File: config.mk
export PLATFORM = sky130hd
export DESIGN_NAME = stack_calculator_top
export DESIGN_NICKNAME = d
export VERILOG_FILES = /design/src/sv/sc_pkg.sv /design/src/sv/stack_calculator_top.sv /design/src/sv/sc_div.sv /design/src/sv/sc_dp.sv /design/src/sv/sc_ctrl.sv
export VERILOG_INCLUDE_DIRS = /design/src /design/src/sv
export SDC_FILE = /design/constraint.sdc
export NUM_CORES = 2
export LEC_CHECK = 0
export BUFFER_PORTS_ARGS = -buffer_cell sky130_fd_sc_hd__buf_2
export CELL_PAD_IN_SITES_DETAIL_PLACEMENT = 1
export CELL_PAD_IN_SITES_GLOBAL_PLACEMENT = 2
export CORE_MARGIN = 5
export CORE_UTILIZATION = 48
export DETAILED_ROUTE_END_ITERATION = 8
export PLACE_DENSITY = 0.83
export SLEW_MARGIN = 20
export SYNTH_ARGS = -nofsm -noshare
export SYNTH_HDL_FRONTEND = slang
export SYNTH_SLANG_ARGS = --single-unit
export TNS_END_PERCENT = 1
File: constraint.sdc
create_clock -name clk -period 9.95 [get_ports clk]
set_input_delay 0.995 -clock clk [delete_from_list [all_inputs] [get_ports clk]]
set_output_delay 0.995 -clock clk [all_outputs]
set_load 0.005 [all_outputs]
File: src/sv/stack_calculator_top_assert.svh
// Assertion macros for the stack calculator.
`ifndef STACK_CALCULATOR_TOP_ASSERT_SVH
`define STACK_CALCULATOR_TOP_ASSERT_SVH

`ifndef SYNTHESIS
`define SC_ASSERT_IMP(label, clk, rst, ante, cons) \
  label: assert property (@(posedge clk) disable iff (rst) (ante) |-> (cons)) \
    else $error("stack calculator assertion failed");
`define SC_ASSERT_NXT(label, clk, rst, ante, cons) \
  label: assert property (@(posedge clk) disable iff (rst) (ante) |=> (cons)) \
    else $error("stack calculator assertion failed");
`else
`define SC_ASSERT_IMP(label, clk, rst, ante, cons)
`define SC_ASSERT_NXT(label, clk, rst, ante, cons)
`endif

`endif

File: src/sv/sc_pkg.sv
// Shared constants, opcodes, status codes and control structs of the stack calculator.
package sc_pkg;

  localparam int STACK_DEPTH_DEF = 64;
  localparam int DATA_W = 32;
  localparam int OP_W = 3;
  localparam int POS_W = 6;
  localparam int ST_W = 3;

  localparam logic [OP_W-1:0] OP_PUSH = 3'd0;
  localparam logic [OP_W-1:0] OP_POP = 3'd1;
  localparam logic [OP_W-1:0] OP_ADD = 3'd2;
  localparam logic [OP_W-1:0] OP_SUB = 3'd3;
  localparam logic [OP_W-1:0] OP_MUL = 3'd4;
  localparam logic [OP_W-1:0] OP_DIV = 3'd5;
  localparam logic [OP_W-1:0] OP_RD_TOP = 3'd6;
  localparam logic [OP_W-1:0] OP_RD_BOT = 3'd7;

  localparam logic [ST_W-1:0] ST_OK = 3'd0;
  localparam logic [ST_W-1:0] ST_EMPTY = 3'd1;
  localparam logic [ST_W-1:0] ST_FEW = 3'd2;
  localparam logic [ST_W-1:0] ST_RANGE = 3'd3;
  localparam logic [ST_W-1:0] ST_DIVZERO = 3'd4;
  localparam logic [ST_W-1:0] ST_FULL = 3'd5;

  typedef struct packed {
    logic load;
    logic rd_next;
    logic cap_b;
    logic cap_a;
    logic exec;
    logic div_start;
    logic commit;
  } cmd_t;

  typedef struct packed {
    logic err_early;
    logic is_push;
    logic is_binary;
    logic is_div;
    logic b_zero;
    logic div_done;
  } stat_t;

endpackage

File: src/sv/stack_calculator_top.sv
// Stack calculator: bounded stack of 32-bit words with add, sub, mul and floor divide.
//
// Input channel (in_valid/in_ready) carries operation, push_value and position;
// output channel (out_valid/out_ready) returns value, status and depth_used,
// exactly one result per input transfer, in order.
// Divide runs on the bit-serial divider: start, one step per quotient bit, sign
// fix-up and handoff. The stack is a single-port-read memory, so binary
// operations fetch their two operands on successive cycles.
// One item is in flight at a time; in_ready is high only while idle, so a new
// item is not taken until the last one has been committed.
// The result sits in an output register: a new item can be taken while the
// last result is still waiting; a stalled receiver holds the finished
// next result in the controller until the register frees.
// Reset (rst, synchronous) empties the stack and clears both channels;
// stack memory contents are not cleared and need no clearing pass.
module stack_calculator_top #(
  parameter int STACK_DEPTH = sc_pkg::STACK_DEPTH_DEF,
  parameter int CNT_W = $clog2(STACK_DEPTH + 1)
) (
  input  logic                     clk,
  input  logic                     rst,
  input  logic                     in_valid,
  output logic                     in_ready,
  input  logic [sc_pkg::OP_W-1:0]  operation,
  input  logic signed [31:0]       push_value,
  input  logic [sc_pkg::POS_W-1:0] position,
  output logic                     out_valid,
  input  logic                     out_ready,
  output logic signed [31:0]       value,
  output logic [sc_pkg::ST_W-1:0]  status,
  output logic [CNT_W-1:0]         depth_used
);

  `include "stack_calculator_top_assert.svh"

  sc_pkg::cmd_t  cmd;
  sc_pkg::stat_t stat;

  sc_ctrl u_ctrl (
    .clk       (clk),
    .rst       (rst),
    .in_valid  (in_valid),
    .in_ready  (in_ready),
    .out_valid (out_valid),
    .out_ready (out_ready),
    .stat      (stat),
    .cmd       (cmd)
  );

  sc_dp #(
    .STACK_DEPTH (STACK_DEPTH),
    .CNT_W       (CNT_W)
  ) u_dp (
    .clk        (clk),
    .rst        (rst),
    .cmd        (cmd),
    .stat       (stat),
    .operation  (operation),
    .push_value (push_value),
    .position   (position),
    .value      (value),
    .status     (status),
    .depth_used (depth_used)
  );

  `SC_ASSERT_NXT(a_busy_after_accept, clk, rst, in_valid && in_ready, !in_ready)
  `SC_ASSERT_IMP(a_err_value_zero, clk, rst, out_valid && status != sc_pkg::ST_OK, value == 32'sd0)
  `SC_ASSERT_IMP(a_depth_bound, clk, rst, out_valid, depth_used <= CNT_W'(STACK_DEPTH))
  `SC_ASSERT_IMP(a_no_overwrite, clk, rst, cmd.commit, !out_valid || out_ready)

endmodule

File: src/sv/sc_div.sv
// Iterative signed floor divider, one quotient bit per cycle.
module sc_div (
  input  logic        clk,
  input  logic        rst,
  input  logic        start,
  input  logic [31:0] dividend,
  input  logic [31:0] divisor,
  output logic        done,
  output logic [31:0] quotient
);

  logic        busy;
  logic        fix;
  logic [4:0]  cnt;
  logic        neg;
  logic [31:0] q;
  logic [31:0] rem;
  logic [31:0] dvs;
  logic [32:0] rem_sh;
  logic [32:0] diff;
  logic [31:0] rem_next;
  logic        ge;

  always_comb begin
    rem_sh = {rem, q[31]};
    diff = rem_sh - {1'b0, dvs};
    ge = !diff[32];
    rem_next = ge ? diff[31:0] : rem_sh[31:0];
  end

  always_ff @(posedge clk) begin
    if (rst) begin
      busy <= 1'b0;
      fix <= 1'b0;
      done <= 1'b0;
    end else begin
      done <= 1'b0;
      if (start) begin
        busy <= 1'b1;
        cnt <= 5'd31;
        neg <= dividend[31] ^ divisor[31];
        q <= dividend[31] ? (~dividend + 32'd1) : dividend;
        dvs <= divisor[31] ? (~divisor + 32'd1) : divisor;
        rem <= 32'd0;
      end else if (busy) begin
        rem <= rem_next;
        q <= {q[30:0], ge};
        cnt <= cnt - 5'd1;
        if (cnt == 5'd0) begin
          busy <= 1'b0;
          fix <= 1'b1;
        end
      end else if (fix) begin
        fix <= 1'b0;
        done <= 1'b1;
        // negative quotient rounds toward minus infinity when inexact: -q-1 = ~q
        if (neg) begin
          q <= (rem != 32'd0) ? ~q : (~q + 32'd1);
        end
      end
    end
  end

  assign quotient = q;

endmodule

File: src/sv/sc_dp.sv
// Datapath: stack memory, entry count, arithmetic unit and result register.
module sc_dp #(
  parameter int STACK_DEPTH = sc_pkg::STACK_DEPTH_DEF,
  parameter int CNT_W = $clog2(STACK_DEPTH + 1)
) (
  input  logic                         clk,
  input  logic                         rst,
  input  sc_pkg::cmd_t                 cmd,
  output sc_pkg::stat_t                stat,
  input  logic [sc_pkg::OP_W-1:0]      operation,
  input  logic signed [31:0]           push_value,
  input  logic [sc_pkg::POS_W-1:0]     position,
  output logic signed [31:0]           value,
  output logic [sc_pkg::ST_W-1:0]      status,
  output logic [CNT_W-1:0]             depth_used
);

  localparam int ADDR_W = (STACK_DEPTH > 1) ? $clog2(STACK_DEPTH) : 1;
  localparam int PW = (CNT_W > sc_pkg::POS_W) ? CNT_W : sc_pkg::POS_W;

  logic [sc_pkg::OP_W-1:0]  op_r;
  logic [31:0]              pv_r;
  logic [sc_pkg::POS_W-1:0] pos_r;
  logic [CNT_W-1:0]         n;
  logic [CNT_W-1:0]         n_next;
  logic [31:0]              a_reg;
  logic [31:0]              b_reg;
  logic [31:0]              res_reg;
  logic [31:0]              mem [STACK_DEPTH];
  logic [31:0]              mem_q;
  logic [ADDR_W-1:0]        rd_addr;
  logic [ADDR_W-1:0]        wr_addr;
  logic                     we;
  logic [PW-1:0]            n_ext;
  logic [PW-1:0]            pos_ext;
  logic [PW-1:0]            top_idx;
  logic [CNT_W-1:0]         n_m1;
  logic [CNT_W-1:0]         n_m2;
  logic [sc_pkg::ST_W-1:0]  code;
  logic [31:0]              result;
  logic [63:0]              prod;
  logic                     is_binary;
  logic                     div_done;
  logic [31:0]              div_q;

  sc_div u_div (
    .clk      (clk),
    .rst      (rst),
    .start    (cmd.div_start),
    .dividend (a_reg),
    .divisor  (b_reg),
    .done     (div_done),
    .quotient (div_q)
  );

  always_comb begin
    n_ext = PW'(n);
    pos_ext = PW'(pos_r);
    top_idx = n_ext - PW'(1) - pos_ext;
    n_m1 = n - CNT_W'(1);
    n_m2 = n - CNT_W'(2);
    is_binary = (op_r == sc_pkg::OP_ADD) || (op_r == sc_pkg::OP_SUB) ||
                (op_r == sc_pkg::OP_MUL) || (op_r == sc_pkg::OP_DIV);
  end

  // status of the latched operation; divide by zero only counts once b is loaded
  always_comb begin
    code = sc_pkg::ST_OK;
    case (op_r)
      sc_pkg::OP_PUSH: begin
        if (n == CNT_W'(STACK_DEPTH)) code = sc_pkg::ST_FULL;
      end
      sc_pkg::OP_POP: begin
        if (n == CNT_W'(0)) code = sc_pkg::ST_EMPTY;
      end
      sc_pkg::OP_ADD, sc_pkg::OP_SUB, sc_pkg::OP_MUL, sc_pkg::OP_DIV: begin
        if (n < CNT_W'(2)) code = sc_pkg::ST_FEW;
        else if (op_r == sc_pkg::OP_DIV && b_reg == 32'd0) code = sc_pkg::ST_DIVZERO;
      end
      default: begin
        if (pos_ext >= n_ext) code = sc_pkg::ST_RANGE;
      end
    endcase
  end

  always_comb begin
    stat.err_early = (code != sc_pkg::ST_OK) && (code != sc_pkg::ST_DIVZERO);
    stat.is_push = (op_r == sc_pkg::OP_PUSH);
    stat.is_binary = is_binary;
    stat.is_div = (op_r == sc_pkg::OP_DIV);
    stat.b_zero = (b_reg == 32'd0);
    stat.div_done = div_done;
  end

  always_comb begin
    if (cmd.rd_next) begin
      rd_addr = n_m2[ADDR_W-1:0];
    end else if (op_r == sc_pkg::OP_RD_TOP) begin
      rd_addr = top_idx[ADDR_W-1:0];
    end else if (op_r == sc_pkg::OP_RD_BOT) begin
      rd_addr = pos_ext[ADDR_W-1:0];
    end else begin
      rd_addr = n_m1[ADDR_W-1:0];
    end
  end

  always_comb begin
    if (code != sc_pkg::ST_OK) begin
      result = 32'd0;
    end else if (op_r == sc_pkg::OP_PUSH) begin
      result = pv_r;
    end else if (op_r == sc_pkg::OP_DIV) begin
      result = div_q;
    end else if (is_binary) begin
      result = res_reg;
    end else begin
      result = b_reg;
    end
  end

  always_comb begin
    n_next = n;
    we = 1'b0;
    wr_addr = n[ADDR_W-1:0];
    if (cmd.commit && code == sc_pkg::ST_OK) begin
      if (op_r == sc_pkg::OP_PUSH) begin
        n_next = n + CNT_W'(1);
        we = 1'b1;
      end else if (is_binary) begin
        n_next = n_m1;
        we = 1'b1;
        wr_addr = n_m2[ADDR_W-1:0];
      end else if (op_r == sc_pkg::OP_POP) begin
        n_next = n_m1;
      end
    end
  end

  assign prod = a_reg * b_reg;

  always_ff @(posedge clk) begin
    if (we) mem[wr_addr] <= result;
    mem_q <= mem[rd_addr];
  end

  always_ff @(posedge clk) begin
    if (rst) begin
      n <= '0;
    end else begin
      n <= n_next;
    end
    if (cmd.load) begin
      op_r <= operation;
      pv_r <= push_value;
      pos_r <= position;
    end
    if (cmd.cap_b) b_reg <= mem_q;
    if (cmd.cap_a) a_reg <= mem_q;
    if (cmd.exec) begin
      case (op_r)
        sc_pkg::OP_ADD: res_reg <= a_reg + b_reg;
        sc_pkg::OP_SUB: res_reg <= a_reg - b_reg;
        default:        res_reg <= prod[31:0];
      endcase
    end
    if (cmd.commit) begin
      value <= result;
      status <= code;
      depth_used <= n_next;
    end
  end

endmodule

File: src/sv/sc_ctrl.sv
// Controller: sequences operand reads, arithmetic and result commit per item.
module sc_ctrl (
  input  logic          clk,
  input  logic          rst,
  input  logic          in_valid,
  output logic          in_ready,
  output logic          out_valid,
  input  logic          out_ready,
  input  sc_pkg::stat_t stat,
  output sc_pkg::cmd_t  cmd
);

  typedef enum logic [2:0] {
    S_IDLE,
    S_CHECK,
    S_RDA,
    S_CAPA,
    S_EXEC,
    S_DIV,
    S_DONE
  } state_t;

  state_t state;
  state_t state_next;

  assign in_ready = (state == S_IDLE);

  always_comb begin
    state_next = state;
    cmd = '0;
    case (state)
      S_IDLE: begin
        if (in_valid) begin
          cmd.load = 1'b1;
          state_next = S_CHECK;
        end
      end
      S_CHECK: begin
        // top (or read) address is issued here
        if (stat.err_early || stat.is_push) state_next = S_DONE;
        else state_next = S_RDA;
      end
      S_RDA: begin
        cmd.cap_b = 1'b1;
        cmd.rd_next = 1'b1;
        state_next = stat.is_binary ? S_CAPA : S_DONE;
      end
      S_CAPA: begin
        cmd.cap_a = 1'b1;
        state_next = S_EXEC;
      end
      S_EXEC: begin
        if (stat.is_div) begin
          if (stat.b_zero) begin
            state_next = S_DONE;
          end else begin
            cmd.div_start = 1'b1;
            state_next = S_DIV;
          end
        end else begin
          cmd.exec = 1'b1;
          state_next = S_DONE;
        end
      end
      S_DIV: begin
        if (stat.div_done) state_next = S_DONE;
      end
      S_DONE: begin
        if (!out_valid || out_ready) begin
          cmd.commit = 1'b1;
          state_next = S_IDLE;
        end
      end
      default: begin
        state_next = S_IDLE;
      end
    endcase
  end

  always_ff @(posedge clk) begin
    if (rst) begin
      state <= S_IDLE;
      out_valid <= 1'b0;
    end else begin
      state <= state_next;
      if (cmd.commit) out_valid <= 1'b1;
      else if (out_ready) out_valid <= 1'b0;
    end
  end

endmodule
==> results list <==
* CTS tree: built
* Worst hold path class: input pin to flop
- After synthesis, the share of flip-flops with an asynchronous set or reset is 0%.
- The number of gates resized after CTS was 0.
- Of all nets on the critical path, the largest fanout is 21.
- Global routing used 37.3% of the available met1 tracks.
* Number of buffers inserted by port buffering: 88
- Routability-driven placement congestion ratio: 0.877
- After clock tree synthesis, the setup repair step added 0 buffers.
* Root Driver: sky130_fd_sc_hd__clkbuf_16
* Met3 demand-to-capacity share in global routing: 3.97%
- sky130_fd_sc_hd__edfxtp_1 takes more of the synthesized area than any other cell.
- After detailed routing, the number of vias per cell comes to 6.17.
- In the synthesized netlist the dominant register cell turns out to be sky130_fd_sc_hd__edfxtp_1.
- The worst register-to-register path ends at u_dp.res_reg[31].
- 89 I/O pins were placed.
- For this run, the number of Yosys warnings is 0.
* Post-Synthesis Cells: 7084
* Achievable clock frequency: 120 MHz
* H-Tree Depth: 4
- Via count of the first global-routing pass: 69549
* Share of synthesized area occupied by flip-flops and latches: 62.2%
- Global routing finished with a remaining overflow of 0.
- Most flop-heavy register: u_dp.mem
* Startpoint-to-endpoint class of the critical path: flop to flop
* Count of hold-fix buffers inserted at cts: 0
- Counting instances, the worst hold path has a depth of 1.
- Die area: 247000 sq um
* Relative slew margins: 23.0%
- The final critical path takes up 83.5% of the cycle.
- Measured along the y axis, the die boundary spans 497 um.
- Area delta synth->final: 11.4%
* Detailed-route DRC error count: 0
* Startpoint of the worst hold path: push_value[17]
- Setup repair after global routing left no endpoint under its margin.
* ANT nets after route: 0
- Final Max Tran Viols: 0
- Across all register-to-register paths, the minimum setup slack is 1.64 ns.
- Worst EP required: 10.57 ns
- EDFF count, synth: 2329
- The pre-antenna-repair detailed-routing pass consisted of 6 iterations.
- For met2 alone, demand over resource in global routing was 43.8%.
- Fill cells in the final layout number 21873.
- Die span in x: 497 um
- Setup TNS: 0 ns
- Netlist area before placement: 114000 sq um
- For hold timing, the worst endpoint is u_dp.pv_r[17].
* WL per Instance: 31.7 um
- The number of antenna violations at the first check in global routing came to 14.
* Data arrival time of the worst path: 8.93 ns
* Clk Latency, worst-skew pair: 0.93 ns
- Actual slew at the worst max-slew pin: 1.15 ns
* Vias: 65305
* Number of nets produced by synthesis: 7747
- In this run, CTS created clock tree buffers numbering 236.
- The final layout contains routed wiring with a total length of 336000 um.
- Crit end category: flop
* Maximum clock path buffer count: 3
* Leading cell types by total area after synthesis: sky130_fd_sc_hd__edfxtp_1 61%, sky130_fd_sc_hd__mux4_2 10%, sky130_fd_sc_hd__fa_1 7.2%
* Setup crit start kind: flop
- Final worst path period need: 8.31 ns
- The final hold violation count is 0.
- The netlist uses 100 different library cells.
* Outcome: finished, final reports clean
- Initial drt markers: 6847
- Number of storage elements in the synthesis netlist: 2375
- In the final design database the tool counted 7873 nets.
- Max-cap viol count: 0
- Clock slew at reported path FFs: 0.07 ns
- The floorplan step defined a core boundary enclosing 236000 sq um.
- Counting cells, the worst reg-to-reg path comes to 22.
* Global-route usage over all layers: 27.0%
- Setup skew after layout: 0.107 ns
- Detailed-placement wirelength estimate: 207000 um
- In this run the mean area of a mapped cell was 16.1 sq um.
* Initial cell density of the core: 48.3%
- The tree built by TritonCTS fans out to 2375 sinks.
* Maximum number of pins on one net before global-route repair: 105
- In this run the critical register-to-register path is launched from u_dp.a_reg[15].
* GR peak layer: met2
* First-pass GRT wire length: 491000 um
- Number of core rows: 178
- Setup violation total in the final timing report: 0
* Layout cells sized above 1: 17.9%
- Number of flip-flops in the largest register: 2048
* Fraction of synthesized cell area taken by the top area cell type: 61.4%
==> synthesized netlist by cell type, drive strengths merged (8+ instances only) <==
| cell | n |
|---|---|
| clkbuf | 256 |
| o21bai | 11 |
| o311ai | 8 |
| nor3 | 136 |
| or4 | 13 |
| and2 | 312 |
| xor2 | 92 |
| inv | 464 |
| and3 | 24 |
| edfxtp | 2329 |
| a21o | 37 |
| o211ai | 19 |
| dfxtp | 46 |
| or3 | 25 |
| nand3 | 48 |
| a21boi | 13 |
| nor2 | 171 |
| nand2b | 28 |
| mux2i | 256 |
| a21oi | 252 |
| o31ai | 40 |
| nor2b | 147 |
| buf | 168 |
| fa | 411 |
| xnor2 | 146 |
| o21a | 24 |
| o21ai | 119 |
| o22ai | 37 |
| or2 | 11 |
| mux4 | 512 |
| o22a | 30 |
| ha | 207 |
| a211oi | 159 |
| nor4 | 19 |
| a31oi | 15 |
| nand2 | 393 |
| o41ai | 11 |
==> cell usage in the layout, fill, tap and decap left out, types with 145 or more instances in the layout <==
cell type                   Yosys  final
sky130_fd_sc_hd__nor2b_1      147    146
sky130_fd_sc_hd__nor2_1       169    166
sky130_fd_sc_hd__edfxtp_1    2329   2329
sky130_fd_sc_hd__ha_1         207    207
sky130_fd_sc_hd__nand2_1      391    389
sky130_fd_sc_hd__mux4_2       512    512
sky130_fd_sc_hd__a211oi_1     159    159
sky130_fd_sc_hd__xnor2_1      145    145
sky130_fd_sc_hd__inv_1        463    463
sky130_fd_sc_hd__clkbuf_16      0    236
sky130_fd_sc_hd__fa_1         411    411
sky130_fd_sc_hd__buf_4          2    211
sky130_fd_sc_hd__mux2i_1      255    255
sky130_fd_sc_hd__a21oi_1      249    242
sky130_fd_sc_hd__and2_1       312    311
==> cell families (layout without fill, tap and decap cells) <==
logic type | count (synthesis) | count (layout) | share of synthesized area [%]
fa+ha+maj | 618 | 618 | 9.49
buf+inv | 891 | 1222 | 3.12
xor+xnor | 239 | 239 | 1.86
simple gates | 1354 | 1354 | 6.12
mux | 771 | 771 | 12.4
compound gates | 836 | 836 | 4.84
flops | 2375 | 2375 | 62.2
other cells | 0 | 27 | 0
==> final cells by class <==
| type | instances | area (sq um) | area share, % |
|---|---|---|---|
| Timing Repair Buffer | 312 | 2290 | 1.81 |
| Clock buffer | 289 | 6130 | 4.83 |
| Antenna cell | 27 | 67.6 | 0.0532 |
| Clock inverter | 154 | 1650 | 1.30 |
| Multi-Input combinational cell | 3818 | 40200 | 31.7 |
| Sequential cell | 2375 | 70900 | 55.8 |
| Tap cell | 3150 | 3940 | 3.11 |
| Inverter | 467 | 1750 | 1.38 |
==> routing by layer <==
metal	vias to the layer above	share of wire [%]
li1	26975	-
met1	34789	40
met2	2980	48
met3	559	7.5
met4	2	4.3
met5	-	0.0030
==> worst max path at each step <==
stage	depth (start not counted)	start	slack (ns)	endpoint
floorplan	25	u_dp.b_reg[6]	2.48	u_dp.res_reg[30]
global placement	23	u_dp.a_reg[3]	1.63	u_dp.res_reg[30]
detailed placement	25	u_dp.a_reg[15]	1.66	u_dp.res_reg[30]
CTS	21	u_dp.a_reg[6]	1.65	u_dp.res_reg[31]
global route	27	u_dp.a_reg[9]	1.40	u_dp.res_reg[30]
finish	22	u_dp.a_reg[15]	1.64	u_dp.res_reg[31]
==> worst max-delay path, cell delays in order, from the launching register on <==
cell                       delay (ns)
sky130_fd_sc_hd__edfxtp_1        1.11
sky130_fd_sc_hd__and2_1          0.27
sky130_fd_sc_hd__fa_1            0.43
sky130_fd_sc_hd__inv_1           0.08
sky130_fd_sc_hd__fa_1            0.42
sky130_fd_sc_hd__fa_1            0.48
sky130_fd_sc_hd__fa_1            0.54
sky130_fd_sc_hd__inv_1           0.05
sky130_fd_sc_hd__fa_1            0.51
sky130_fd_sc_hd__inv_1           0.06
sky130_fd_sc_hd__fa_1            0.55
sky130_fd_sc_hd__inv_1           0.05
sky130_fd_sc_hd__fa_1            0.49
sky130_fd_sc_hd__fa_1            0.42
sky130_fd_sc_hd__ha_1            0.25
sky130_fd_sc_hd__o311ai_0        0.50
sky130_fd_sc_hd__o211ai_1        0.25
sky130_fd_sc_hd__a221o_1         0.44
sky130_fd_sc_hd__a41o_1          0.30
sky130_fd_sc_hd__o21a_1          0.22
sky130_fd_sc_hd__o21ai_0         0.26
sky130_fd_sc_hd__mux2i_1         0.27
sky130_fd_sc_hd__a221oi_2        0.09
==> stage by stage <==
| step | instances | utilization (%) | cell area, sq um | setup slack (ns) | hold WS (ns) |
|---|---|---|---|---|---|
| floorplan | 7084 | - | 114000 | 2.48 | 0.404 |
| global placement | 10121 | 50.5 | 119000 | 1.63 | 0.411 |
| detailed placement | 10122 | 50.5 | 119000 | 1.66 | 0.415 |
| CTS | 10565 | 53.8 | 127000 | 1.65 | 0.211 |
| global route | 10580 | 53.8 | 127000 | 1.40 | 0.252 |
| finish | 10592 | 53.8 | 127000 | 1.64 | 0.277 |
Power is not shown: default switching activity piles up to over one toggle a cycle in this logic, so the estimate is an artifact.
